File: src/rtl/core/hsfc_pkg.sv
// Shared types and constants for the HTTP/2 SETTINGS frame checker.
// No dependencies.
package hsfc_pkg;

  localparam int LenW    = 24;
  localparam int SidW    = 31;
  localparam int WinW    = 31;
  localparam int FsizeW  = 24;

  localparam logic [LenW-1:0]   BufferSizeReset = 24'd16384;
  localparam logic [WinW-1:0]   WindowReset     = 31'd65535;
  localparam logic [FsizeW-1:0] FrameSizeReset  = 24'd16384;

  localparam logic [15:0] ID_ENABLE_PUSH    = 16'd2;
  localparam logic [15:0] ID_INITIAL_WINDOW = 16'd4;
  localparam logic [15:0] ID_MAX_FRAME      = 16'd5;

  localparam logic [2:0] LastEntryByte = 3'd5;

  typedef enum logic {
    CMD_HEADER  = 1'b0,
    CMD_PAYLOAD = 1'b1
  } command_t;

  typedef enum logic [1:0] {
    ST_OK         = 2'd0,
    ST_PROTOCOL   = 2'd1,
    ST_FLOW       = 2'd2,
    ST_FRAME_SIZE = 2'd3
  } status_t;

  typedef struct packed {
    command_t          command;
    logic              ack_flag;
    logic [LenW-1:0]   frame_length;
    logic [SidW-1:0]   stream_id;
    logic [7:0]        data_byte;
  } item_t;

  typedef struct packed {
    logic               frame_done;
    status_t            status;
    logic               window_changed;
    logic signed [31:0] window_delta;
    logic [WinW-1:0]    initial_window;
    logic [FsizeW-1:0]  max_frame_size;
    logic               ack_accepted;
  } result_t;

endpackage

File: src/rtl/core/hsfc_in_reg.sv
// Input register of the SETTINGS frame checker.
// Depends on hsfc_pkg for the item type.
module hsfc_in_reg (
  input  logic           clk,
  input  logic           rst,
  input  logic           in_valid,
  output logic           in_stall,
  input  hsfc_pkg::item_t in_item,
  input  logic           advance,
  output logic           item_valid,
  output hsfc_pkg::item_t item
);

  assign in_stall = item_valid && !advance;

  always_ff @(posedge clk) begin
    if (rst) begin
      item_valid <= 1'b0;
    end else if (!in_stall) begin
      item_valid <= in_valid;
    end
  end

  always_ff @(posedge clk) begin
    if (in_valid && !in_stall) begin
      item <= in_item;
    end
  end

endmodule

File: src/rtl/core/hsfc_engine.sv
// Frame state and combinational check logic of the SETTINGS frame checker.
// Depends on hsfc_pkg for the item and result types and constants.
module hsfc_engine (
  input  logic                          clk,
  input  logic                          rst,
  input  logic                          cfg_we,
  input  logic [hsfc_pkg::LenW-1:0]     cfg_wdata,
  input  logic                          fire,
  input  hsfc_pkg::item_t               item,
  output hsfc_pkg::result_t             result
);

  logic                           in_payload, in_payload_next;
  logic [hsfc_pkg::LenW-1:0]      bytes_left, bytes_left_next;
  logic [2:0]                     entry_byte_count, entry_byte_count_next;
  logic [39:0]                    entry_shift, entry_shift_next;
  logic                           dropping, dropping_next;
  logic [hsfc_pkg::WinW-1:0]      window_setting, window_setting_next;
  logic [hsfc_pkg::FsizeW-1:0]    frame_size_setting, frame_size_setting_next;
  logic [hsfc_pkg::LenW-1:0]      buffer_size;

  logic [hsfc_pkg::LenW-1:0]      bytes_dec;
  logic                           last;
  logic [15:0]                    entry_id;
  logic [31:0]                    entry_val;
  logic [31:0]                    delta_calc;
  logic                           len_mult6;
  logic                           fail;
  hsfc_pkg::status_t              fail_status;

  function automatic logic [1:0] mod3_24(input logic [23:0] v);
    logic [5:0] s1;
    logic [3:0] s2;
    logic [1:0] r;
    s1 = '0;
    for (int i = 0; i < 12; i++) begin
      s1 = s1 + 6'(v[2*i +: 2]);
    end
    s2 = 4'(s1[1:0]) + 4'(s1[3:2]) + 4'(s1[5:4]);
    case (s2)
      4'd1, 4'd4, 4'd7: r = 2'd1;
      4'd2, 4'd5, 4'd8: r = 2'd2;
      default:          r = 2'd0;
    endcase
    return r;
  endfunction

  assign bytes_dec  = bytes_left - hsfc_pkg::LenW'(1);
  assign last       = (bytes_dec == '0);
  assign entry_id   = entry_shift[39:24];
  assign entry_val  = {entry_shift[23:0], item.data_byte};
  assign delta_calc = entry_val - {1'b0, window_setting};
  assign len_mult6  = !item.frame_length[0] && (mod3_24(item.frame_length) == 2'd0);

  always_comb begin
    in_payload_next         = in_payload;
    bytes_left_next         = bytes_left;
    entry_byte_count_next   = entry_byte_count;
    entry_shift_next        = entry_shift;
    dropping_next           = dropping;
    window_setting_next     = window_setting;
    frame_size_setting_next = frame_size_setting;
    fail                    = 1'b0;
    fail_status             = hsfc_pkg::ST_OK;
    result                  = '0;
    result.status           = hsfc_pkg::ST_OK;

    if (item.command == hsfc_pkg::CMD_HEADER) begin
      in_payload_next       = 1'b0;
      dropping_next         = 1'b0;
      bytes_left_next       = '0;
      entry_byte_count_next = '0;
      entry_shift_next      = '0;
      result.frame_done     = 1'b1;
      if (item.ack_flag) begin
        if (item.frame_length != '0) begin
          result.status = hsfc_pkg::ST_FRAME_SIZE;
        end else begin
          result.ack_accepted = 1'b1;
        end
      end else if (item.stream_id != '0) begin
        result.status = hsfc_pkg::ST_PROTOCOL;
      end else if (!len_mult6 || (item.frame_length > buffer_size)) begin
        result.status = hsfc_pkg::ST_FRAME_SIZE;
      end else if (item.frame_length != '0) begin
        result.frame_done = 1'b0;
        in_payload_next   = 1'b1;
        bytes_left_next   = item.frame_length;
      end
    end else if (in_payload) begin
      bytes_left_next = bytes_dec;
      if (dropping) begin
        if (last) begin
          in_payload_next       = 1'b0;
          dropping_next         = 1'b0;
          entry_byte_count_next = '0;
          entry_shift_next      = '0;
        end
      end else begin
        if (entry_byte_count < hsfc_pkg::LastEntryByte) begin
          entry_shift_next      = {entry_shift[31:0], item.data_byte};
          entry_byte_count_next = entry_byte_count + 3'd1;
        end else begin
          entry_shift_next      = '0;
          entry_byte_count_next = '0;
          if (entry_id == hsfc_pkg::ID_INITIAL_WINDOW) begin
            if (entry_val[31]) begin
              fail        = 1'b1;
              fail_status = hsfc_pkg::ST_FLOW;
            end else begin
              result.window_changed = 1'b1;
              result.window_delta   = delta_calc;
              window_setting_next   = entry_val[30:0];
            end
          end else if (entry_id == hsfc_pkg::ID_MAX_FRAME) begin
            if ((entry_val[31:24] != '0) || (entry_val[23:14] == '0)) begin
              fail        = 1'b1;
              fail_status = hsfc_pkg::ST_PROTOCOL;
            end else begin
              frame_size_setting_next = entry_val[23:0];
            end
          end else if (entry_id == hsfc_pkg::ID_ENABLE_PUSH) begin
            if (entry_val[31:1] != '0) begin
              fail        = 1'b1;
              fail_status = hsfc_pkg::ST_PROTOCOL;
            end
          end
        end
        if (fail) begin
          result.frame_done = 1'b1;
          result.status     = fail_status;
          if (last) begin
            in_payload_next = 1'b0;
          end else begin
            dropping_next = 1'b1;
          end
        end else if (last) begin
          in_payload_next       = 1'b0;
          entry_byte_count_next = '0;
          entry_shift_next      = '0;
          result.frame_done     = 1'b1;
        end
      end
    end

    result.initial_window = window_setting_next;
    result.max_frame_size = frame_size_setting_next;
  end

  always_ff @(posedge clk) begin
    if (rst) begin
      in_payload         <= 1'b0;
      bytes_left         <= '0;
      entry_byte_count   <= '0;
      entry_shift        <= '0;
      dropping           <= 1'b0;
      window_setting     <= hsfc_pkg::WindowReset;
      frame_size_setting <= hsfc_pkg::FrameSizeReset;
    end else if (fire) begin
      in_payload         <= in_payload_next;
      bytes_left         <= bytes_left_next;
      entry_byte_count   <= entry_byte_count_next;
      entry_shift        <= entry_shift_next;
      dropping           <= dropping_next;
      window_setting     <= window_setting_next;
      frame_size_setting <= frame_size_setting_next;
    end
  end

  always_ff @(posedge clk) begin
    if (rst) begin
      buffer_size <= hsfc_pkg::BufferSizeReset;
    end else if (cfg_we) begin
      buffer_size <= cfg_wdata;
    end
  end

endmodule

File: src/rtl/core/hsfc_out_reg.sv
// Result register of the SETTINGS frame checker.
// Depends on hsfc_pkg for the result type.
module hsfc_out_reg (
  input  logic              clk,
  input  logic              rst,
  input  logic              item_valid,
  input  hsfc_pkg::result_t result,
  output logic              advance,
  output logic              fire,
  output logic              out_valid,
  input  logic              out_stall,
  output hsfc_pkg::result_t out_result
);

  assign advance = !out_valid || !out_stall;
  assign fire    = item_valid && advance;

  always_ff @(posedge clk) begin
    if (rst) begin
      out_valid <= 1'b0;
    end else if (advance) begin
      out_valid <= item_valid;
    end
  end

  always_ff @(posedge clk) begin
    if (fire) begin
      out_result <= result;
    end
  end

endmodule

File: src/rtl/core/http2_settings_frame_checker_top.sv
// HTTP/2 SETTINGS frame checker, top level: couples input register, check
// logic and result register. Depends on hsfc_pkg and the hsfc_* modules.
//
// Each item is a frame header (command 0) or one payload byte (command 1)
// and yields exactly one result item. An item is taken every clock cycle
// whenever the result side keeps up. Its result item is offered once the
// input register and then the result register around the combinational
// check logic have held it. While out_stall holds, the block keeps up to
// two items and then stalls its input. Write buffer_size only while no
// item is in flight.
module http2_settings_frame_checker_top (
  input  logic                       clk,
  input  logic                       rst,
  input  logic                       cfg_we,
  input  logic [hsfc_pkg::LenW-1:0]  cfg_wdata,
  input  logic                       in_valid,
  output logic                       in_stall,
  input  logic                       command,
  input  logic                       ack_flag,
  input  logic [hsfc_pkg::LenW-1:0]  frame_length,
  input  logic [hsfc_pkg::SidW-1:0]  stream_id,
  input  logic [7:0]                 data_byte,
  output logic                       out_valid,
  input  logic                       out_stall,
  output logic                       frame_done,
  output logic [1:0]                 status,
  output logic                       window_changed,
  output logic signed [31:0]         window_delta,
  output logic [hsfc_pkg::WinW-1:0]  initial_window,
  output logic [hsfc_pkg::FsizeW-1:0] max_frame_size,
  output logic                       ack_accepted
);

  hsfc_pkg::item_t   in_item;
  hsfc_pkg::item_t   item;
  hsfc_pkg::result_t result;
  hsfc_pkg::result_t out_result;
  logic              item_valid;
  logic              advance;
  logic              fire;

  assign in_item.command      = hsfc_pkg::command_t'(command);
  assign in_item.ack_flag     = ack_flag;
  assign in_item.frame_length = frame_length;
  assign in_item.stream_id    = stream_id;
  assign in_item.data_byte    = data_byte;

  hsfc_in_reg u_in_reg (
    .clk        (clk),
    .rst        (rst),
    .in_valid   (in_valid),
    .in_stall   (in_stall),
    .in_item    (in_item),
    .advance    (advance),
    .item_valid (item_valid),
    .item       (item)
  );

  hsfc_engine u_engine (
    .clk       (clk),
    .rst       (rst),
    .cfg_we    (cfg_we),
    .cfg_wdata (cfg_wdata),
    .fire      (fire),
    .item      (item),
    .result    (result)
  );

  hsfc_out_reg u_out_reg (
    .clk        (clk),
    .rst        (rst),
    .item_valid (item_valid),
    .result     (result),
    .advance    (advance),
    .fire       (fire),
    .out_valid  (out_valid),
    .out_stall  (out_stall),
    .out_result (out_result)
  );

  assign frame_done     = out_result.frame_done;
  assign status         = out_result.status;
  assign window_changed = out_result.window_changed;
  assign window_delta   = out_result.window_delta;
  assign initial_window = out_result.initial_window;
  assign max_frame_size = out_result.max_frame_size;
  assign ack_accepted   = out_result.ack_accepted;

endmodule

File: config.mk
export PLATFORM = sky130hd
export DESIGN_NAME = http2_settings_frame_checker_top
export DESIGN_NICKNAME = d
export VERILOG_FILES = /design/src/rtl/core/hsfc_pkg.sv /design/src/rtl/core/hsfc_in_reg.sv /design/src/rtl/core/hsfc_engine.sv /design/src/rtl/core/hsfc_out_reg.sv /design/src/rtl/core/http2_settings_frame_checker_top.sv
export SDC_FILE = /design/constraint.sdc
export NUM_CORES = 1
export LEC_CHECK = 0
export BUFFER_PORTS_ARGS = -buffer_cell sky130_fd_sc_hd__buf_2
export CAP_MARGIN = 25
export CORE_MARGIN = 10
export CORE_UTILIZATION = 28
export DETAILED_ROUTE_END_ITERATION = 10
export PLACE_DENSITY = 0.45
export REMOVE_ABC_BUFFERS = 1
export SLEW_MARGIN = 20
export SYNTH_ARGS = -nofsm -noshare
export SYNTH_HDL_FRONTEND = slang
export SYNTH_HIERARCHICAL = 1
export SYNTH_SLANG_ARGS = --single-unit
File: constraint.sdc
create_clock -name clk -period 8.6 [get_ports clk]
set_input_delay 1.72 -clock clk [delete_from_list [all_inputs] [get_ports clk]]
set_output_delay 1.72 -clock clk [all_outputs]
set_load 0.02 [all_outputs]
Yosys cells after proc, flatten, opt, wreduce, memory -nomap -nowiden --
Cells that the tools add are included.
Storage, ports and cells: bits in registers 307, bits in latches 0, bits in writable memories 0, bits in read-only memories 0, memories kept 0
Cells by class: $add $sub $neg 16, multipliers 0, div/mod/pow operators 0, order comparisons 2, equality and inequality tests 11, shift-type cells 0, muxes and demuxes 79, bitwise gates (word level) 4, reductions and logical operators 27
Operators by type and width (count):
- 24-bit 2-to-1 mux | 13
- 40-bit 2-to-1 mux | 7
- 31-bit 2-to-1 mux | 6
- 33-bit 2-to-1 mux | 3
- 36-bit 2-to-1 mux | 2
- 31-bit nonzero test | 2
- 6-bit by 2-bit adder with 6-bit output | 10
- 16-bit by 3-bit equality test with 1-bit output (second input constant) | 2
- 32-bit by 31-bit subtractor with 32-bit output | 1
- 1-bit 2-to-1 mux | 29
- 24-bit greater-than comparator | 1
- 24-bit zero test | 1
- 3-bit 2-to-1 mux | 8
- 24-bit nonzero test | 1
- 24-bit by 1-bit subtractor with 24-bit output (second input constant) | 1
- 2-bit 2-to-1 mux | 10
- 16-bit by 2-bit equality test with 1-bit output (second input constant) | 1
- 4-bit by 3-bit equality test with 1-bit output (second input constant) | 3
- 10-bit zero test | 1
- 8-bit nonzero test | 1
- 2-bit by 2-bit adder with 3-bit output | 2
- 1-bit zero test | 6
- 3-bit OR reduction | 2
- 6-bit OR reduction | 1
- 17 further kinds | 25

Depth between registers and ports, before layout --
depth in word-level cells 24, gate-level depth with buffers 26, gate-level depth less buffers 25

Cells and area by module --
The synthesis kept the hierarchy.
By module, submodules not included:
- hsfc_engine | times used 1, cells an instance 1197, area each 10227.3 µm², seq. area each 2962.8 µm²
- hsfc_out_reg | times used 1, cells an instance 97, area each 2801.4 µm², seq. area each 2782.7 µm²
- hsfc_in_reg | times used 1, cells an instance 69, area each 2001.9 µm², seq. area each 1971.9 µm²

Worst setup path after synthesis --
Ideal clock, no wire load.
path kind register -> register, from reg, netlist name u_in_reg/item[40], to reg u_engine/bytes_left[15] (netlist bit), setup time 0.071 ns, data arrival time 6.108 ns, data required time 8.529 ns, slack 2.421 ns, stages on the path, launching flop included 27, buffers on the path 1, clock period less this slack 6.179 ns, path through edfxtp_1 > fa_1 > ha_1 > inv_1 > fa_1 > inv_1 > fa_1 > inv_1 > fa_1 > inv_1 > ha_1 > a21o_1 > a21oi_1 > inv_1 > a21oi_1 > o21bai_1 > fa_1 > ha_1 > ha_1 > nor2_1 > a21oi_1 > o22ai_1 > o211ai_1 > a2111oi_2 > and3_1 > buf_2 > o2bb2ai_1
On the way: longest elaborated chain between the ends 24
Ends and longest elaborated chain:
- 2-bit by 2-bit adder with 3-bit output | line hsfc_engine.sv:37 | s1 = s1 + 6'(v[2*i +: 2]);
- 6-bit by 2-bit adder with 6-bit output (10 in a row) | line hsfc_engine.sv:37
- 2-bit by 2-bit adder with 3-bit output | line hsfc_engine.sv:39 | s2 = 4'(s1[1:0]) + 4'(s1[3:2]) + 4'(s1[5:4]);
- 4-bit by 2-bit adder with 4-bit output | line hsfc_engine.sv:39
- 4-bit by 2-bit equality test with 1-bit output (tied with other cells) | line hsfc_engine.sv:40 | case (s2)
- 3-bit OR reduction | line hsfc_engine.sv:40
- 2-bit one-hot mux with 2 select lines | line hsfc_engine.sv:40
- 2-bit zero test | line hsfc_engine.sv:53 | assign len_mult6 = !item.frame_length[0] && (mod3_24(item.frame_length) == 2'd0);
- 1-bit logical AND | line hsfc_engine.sv:53
- 1-bit zero test | line hsfc_engine.sv:83 | end else if (!len_mult6 || (item.frame_length > buffer_size)) begin
- 1-bit logical OR | line hsfc_engine.sv:83
- 24-bit 2-to-1 mux (*) | line hsfc_engine.sv:83
- 24-bit 2-to-1 mux (*) | line hsfc_engine.sv:81 | end else if (item.stream_id != '0) begin
- 24-bit 2-to-1 mux (*) | line hsfc_engine.sv:75 | if (item.ack_flag) begin
- 24-bit 2-to-1 mux (*) | line hsfc_engine.sv:68 | if (item.command == hsfc_pkg::CMD_HEADER) begin
- end signal: assignment | line hsfc_engine.sv:161 | bytes_left <= bytes_left_next;
- end: declaration | line hsfc_engine.sv:14 | logic [hsfc_pkg::LenW-1:0] bytes_left, bytes_left_next;
Mark *: on every way between the ends. The rest lies on a longest branch, timed or not. A chain may end at the register's enable or synchronous reset.

Worst setup path after layout --
from reg, netlist name u_in_reg/item[40], to reg u_engine/bytes_left[23] (netlist bit)
On the way: longest elaborated chain between the ends 24
Ends and longest elaborated chain (line):
- 2-bit by 2-bit adder with 3-bit output | hsfc_engine.sv:37
- 6-bit by 2-bit adder with 6-bit output (10 in a row) | hsfc_engine.sv:37
- 2-bit by 2-bit adder with 3-bit output | hsfc_engine.sv:39
- 4-bit by 2-bit adder with 4-bit output | hsfc_engine.sv:39
- 4-bit by 2-bit equality test with 1-bit output (tied with other cells) | hsfc_engine.sv:40
- 3-bit OR reduction | hsfc_engine.sv:40
- 2-bit one-hot mux with 2 select lines | hsfc_engine.sv:40
- 2-bit zero test | hsfc_engine.sv:53
- 1-bit logical AND | hsfc_engine.sv:53
- 1-bit zero test | hsfc_engine.sv:83
- 1-bit logical OR | hsfc_engine.sv:83
- 24-bit 2-to-1 mux (*) | hsfc_engine.sv:83
- 24-bit 2-to-1 mux (*) | hsfc_engine.sv:81
- 24-bit 2-to-1 mux (*) | hsfc_engine.sv:75
- 24-bit 2-to-1 mux (*) | hsfc_engine.sv:68
Marked as above.

==> summary.md <==
| Metric | Value |
|---|---|
| Worst-Skew Late Latency | `0.55 ns` |
| Sw frac | `29.3%` |
| CTS Sinks | `307` |
| Drt total wl | `41000 um` |
| Achievable Freq | `0.146 GHz` |
| Slew headroom | `32.2%` |
| Syn Std Cell Area | `15000 um^2` |
| Hold Crit Start | `u_engine/entry_shift[39]$_SDFFE_PP0P_` |
| Top-level I/O count | `188` |
| Vias | `10900` |
| Synth cell types | `75` |
| Hold Fails Final Rpt | `0` |
| Finish-stage setup viols | `0` |
| Commonest non-fill, non-tap cell in the layout | `buf_2` |
| CP max-delay cell | `fa_1` |
| Switching power | `1.23 mW` |
| Drt wl/cell | `18.1 um` |
| Worst Path Required | `9.09 ns` |
| YS warnings | `6` |
| Kind of critical path | `reg -> reg` |
| Top Family by Delay on Critical Path | `adder cells` |
| Die Span Y | `252 um` |
| Hpwl dp | `29900 um` |
| Initial DRC count | `682` |
| Hold Path Class | `reg -> reg` |
| Routed Antenna Nets | `0` |
| Largest net degree at the start of global routing | `135` |
| Period utilization | `79.6%` |
| Flops & latches, synth | `307` |
| Sequential fraction of the synthesis area | `51.3%` |
| Slowest stage delay, CP | `0.59 ns` |
| FF-to-FF path depth | `25` |
| Most frequent cells in the layout | `buf_2 (186), edfxtp_1 (157), dfxtp_1 (150), nor2_1 (137), inv_1 (111)` |
| Clock group share of total power | `37.9%` |
| Crit end category | `flip-flop` |
| CTS Hold Bufs | `0` |
| Reg-to-reg slack, setup | `1.75 ns` |
| Starting Density | `28.4%` |
| FF-to-FF Start | `u_in_reg/item[40]$_DFFE_PP_` |
| Worst Skew | `0.0179 ns` |
| CP Buf/Inv Count | `5` |
| GP Congestion | `0.837` |
| Worst slew pin tran | `1.01 ns` |
| Gr ovfl total | `0` |
| Top FF cell, synth | `edfxtp_1` |
| Lkg Pwr | `7.28 nW` |
| DR pass1 iterations | `5` |
| Worst IR Drop VDD | `0.000265 V` |
| Number of synthesized flops with an enable pin | `157` |
| Antenna Cells | `0` |
| First-pass GRT wire length | `64800 um` |
| Pwr Density | `233 nW/um^2` |
| Share of cells above drive strength 1 | `20.8%` |
| Clock buffer depth | `3` |
| Crit path launch | `u_in_reg/item[40]$_DFFE_PP_` |
| Initial antenna violation count | `4` |
| Data arrival time at the worst-slack endpoint | `7.34 ns` |
| CTS tree | `yes` |
| Site row count | `84` |
| Gr usage total | `12.8%` |
| Chip Width | `252 um` |
| DIE AREA | `63300 um^2` |
| Combinational power share | `23.2%` |
| Max Transition Viols Final | `0` |
| Worst Hold Path Cells | `1` |
| Worst Hold Endpoint | `u_engine/entry_shift[39]$_SDFFE_PP0P_` |
| DRC viols | `0` |
| Sequential power share | `38.9%` |
| Post-CTS Setup Bufs | `0` |
| Internal Power | `2.96 mW` |
| Average size of a mapped cell | `11.0 um^2` |
| CTS Root Cell | `clkbuf_16` |
| Port Buf Inserts | `187` |
| Post_cts resized | `0` |
| RSZ-0062 raised after global routing | `no` |
| Total power | `4.19 mW` |
| NumNets Final | `1734` |
| Kind of start point of the critical path | `flip-flop` |
| TritonCTS Buffers | `37` |
| Post-synth ARST share | `0%` |
| Minimum clock period | `6.85 ns` |
| Synth Instances | `1363` |
| Finished Layout Cells | `2263` |
| Crit-path max FO | `12` |
| Core area | `52900 um^2` |
| Via density | `4.82` |
| Number of global-route vias before repair | `11000` |
| CTS clk-pin slew, worst paths | `0.06 ns` |
| Status | `finished clean` |
| Area Overhead vs Synth | `19.7%` |
| H-tree levels | `2` |
| Inst Count DP | `2194` |
| Max_cap viols | `0` |
| Worst R2R End | `u_engine/bytes_left[23]$_SDFFE_PP0P_` |
## cells in the mapped netlist, types with 13 or more instances
cell type | number | area share [%]
inv_1 | 111 | 2.8
nor3_1 | 42 | 1.4
a21oi_1 | 61 | 2.0
nor4_1 | 26 | 1.1
nand4_1 | 14 | 0.58
nor2_1 | 138 | 3.4
buf_2 | 18 | 0.60
a21o_1 | 13 | 0.65
o21ai_0 | 43 | 1.4
ha_1 | 73 | 6.1
xnor2_1 | 20 | 1.2
dfxtp_1 | 150 | 20
nand3_1 | 21 | 0.70
nand2_1 | 73 | 1.8
edfxtp_1 | 157 | 31
o211ai_1 | 20 | 1.0
fa_1 | 21 | 2.8
xor2_1 | 16 | 0.93
mux2_2 | 44 | 3.3
mux2i_1 | 63 | 4.2
a22o_1 | 41 | 2.4
clkbuf_1 | 29 | 0.72
## worst max-delay path by stage
stage | to | slack [ns] | depth (start not counted)
after floorplan | u_engine/entry_byte_count[2]$_SDFFE_PP0P_ | -0.77 | 6
after global placement | u_engine/bytes_left[23]$_SDFFE_PP0P_ | 1.87 | 25
after detailed placement | u_engine/bytes_left[23]$_SDFFE_PP0P_ | 1.71 | 25
after CTS | u_engine/bytes_left[23]$_SDFFE_PP0P_ | 1.72 | 25
after global routing | u_engine/bytes_left[23]$_SDFFE_PP0P_ | 1.27 | 25
final | u_engine/bytes_left[23]$_SDFFE_PP0P_ | 1.75 | 25
## power groups by stage
stage                     Combinational (mW)  Sequential, mW  Clock (mW)
final                                  0.970            1.63        1.59
after floorplan                        0.697            1.67           0
after detailed placement               0.977            1.66           0
after global placement                 0.949            1.66           0
after CTS                              0.982            1.63        1.64
after global routing                    1.11            1.64        1.70
## area by class of cell
| type | count | area, um^2 |
|---|---|---|
| clock buffer | 57 | 1130 |
| clock inverter | 11 | 113 |
| fill | 5384 | 34900 |
| inverter | 112 | 420 |
| multi-input combinational | 889 | 6670 |
| sequential | 307 | 7720 |
| tap | 688 | 861 |
| timing repair buffer | 199 | 1080 |
## state kept, by name, indices dropped and copies added (netlist names)
| register | cells |
|---|---|
| u_engine/buffer_size | 24 |
| u_engine/bytes_left | 24 |
| u_engine/dropping | 1 |
| u_engine/entry_byte_count | 3 |
| u_engine/entry_shift | 40 |
| u_engine/frame_size_setting | 24 |
| u_engine/in_payload | 1 |
| u_engine/window_setting | 31 |
| u_in_reg/item | 65 |
| u_in_reg/item_valid | 1 |
| u_out_reg/out_result | 92 |
| u_out_reg/out_valid | 1 |
## worst register-to-register path, delay by kind of cell, from the launching register on
kind / cells / cell delay, ns
simple gates: 2 / 0.64
buf+inv: 5 / 0.28
fa+ha+maj: 9 / 3.59
compound gates: 9 / 1.79
flops: 1 / 0.51
## logic make-up (layout without fill, tap and decap cells)
family / after synthesis / after routing / share of synthesized area [%]
mux: 119 / 119 / 8.64
simple gates: 381 / 381 / 12.4
buf+inv: 167 / 379 / 4.55
compound gates: 259 / 259 / 12.1
xor+xnor: 36 / 36 / 2.10
fa+ha+maj: 94 / 94 / 8.87
flops: 307 / 307 / 51.3
## layer usage
metal / share of wire, % / up-vias / track usage, %
li1: - / 5332 / -
met1: 47 / 5246 / 17.4
met2: 44 / 278 / 19.5
met3: 7.1 / 50 / 3.89
met4: 1.8 / 4 / 3.46
met5: 0.090 / - / 0
## per-stage QoR
step	utilization (%)	hold WS [ns]	setup TNS, ns	instance area (um^2)	setup slack [ns]
floorplan	-	0.434	-30.02	14800	-0.774
global placement	31.6	0.449	0	16700	1.87
detailed placement	31.6	0.451	0	16700	1.71
CTS	34.0	0.471	0	18000	1.72
global route	34.0	0.486	0	18000	1.27
finish	34.0	0.469	0	18000	1.75
(Power assumes the default switching activity.)
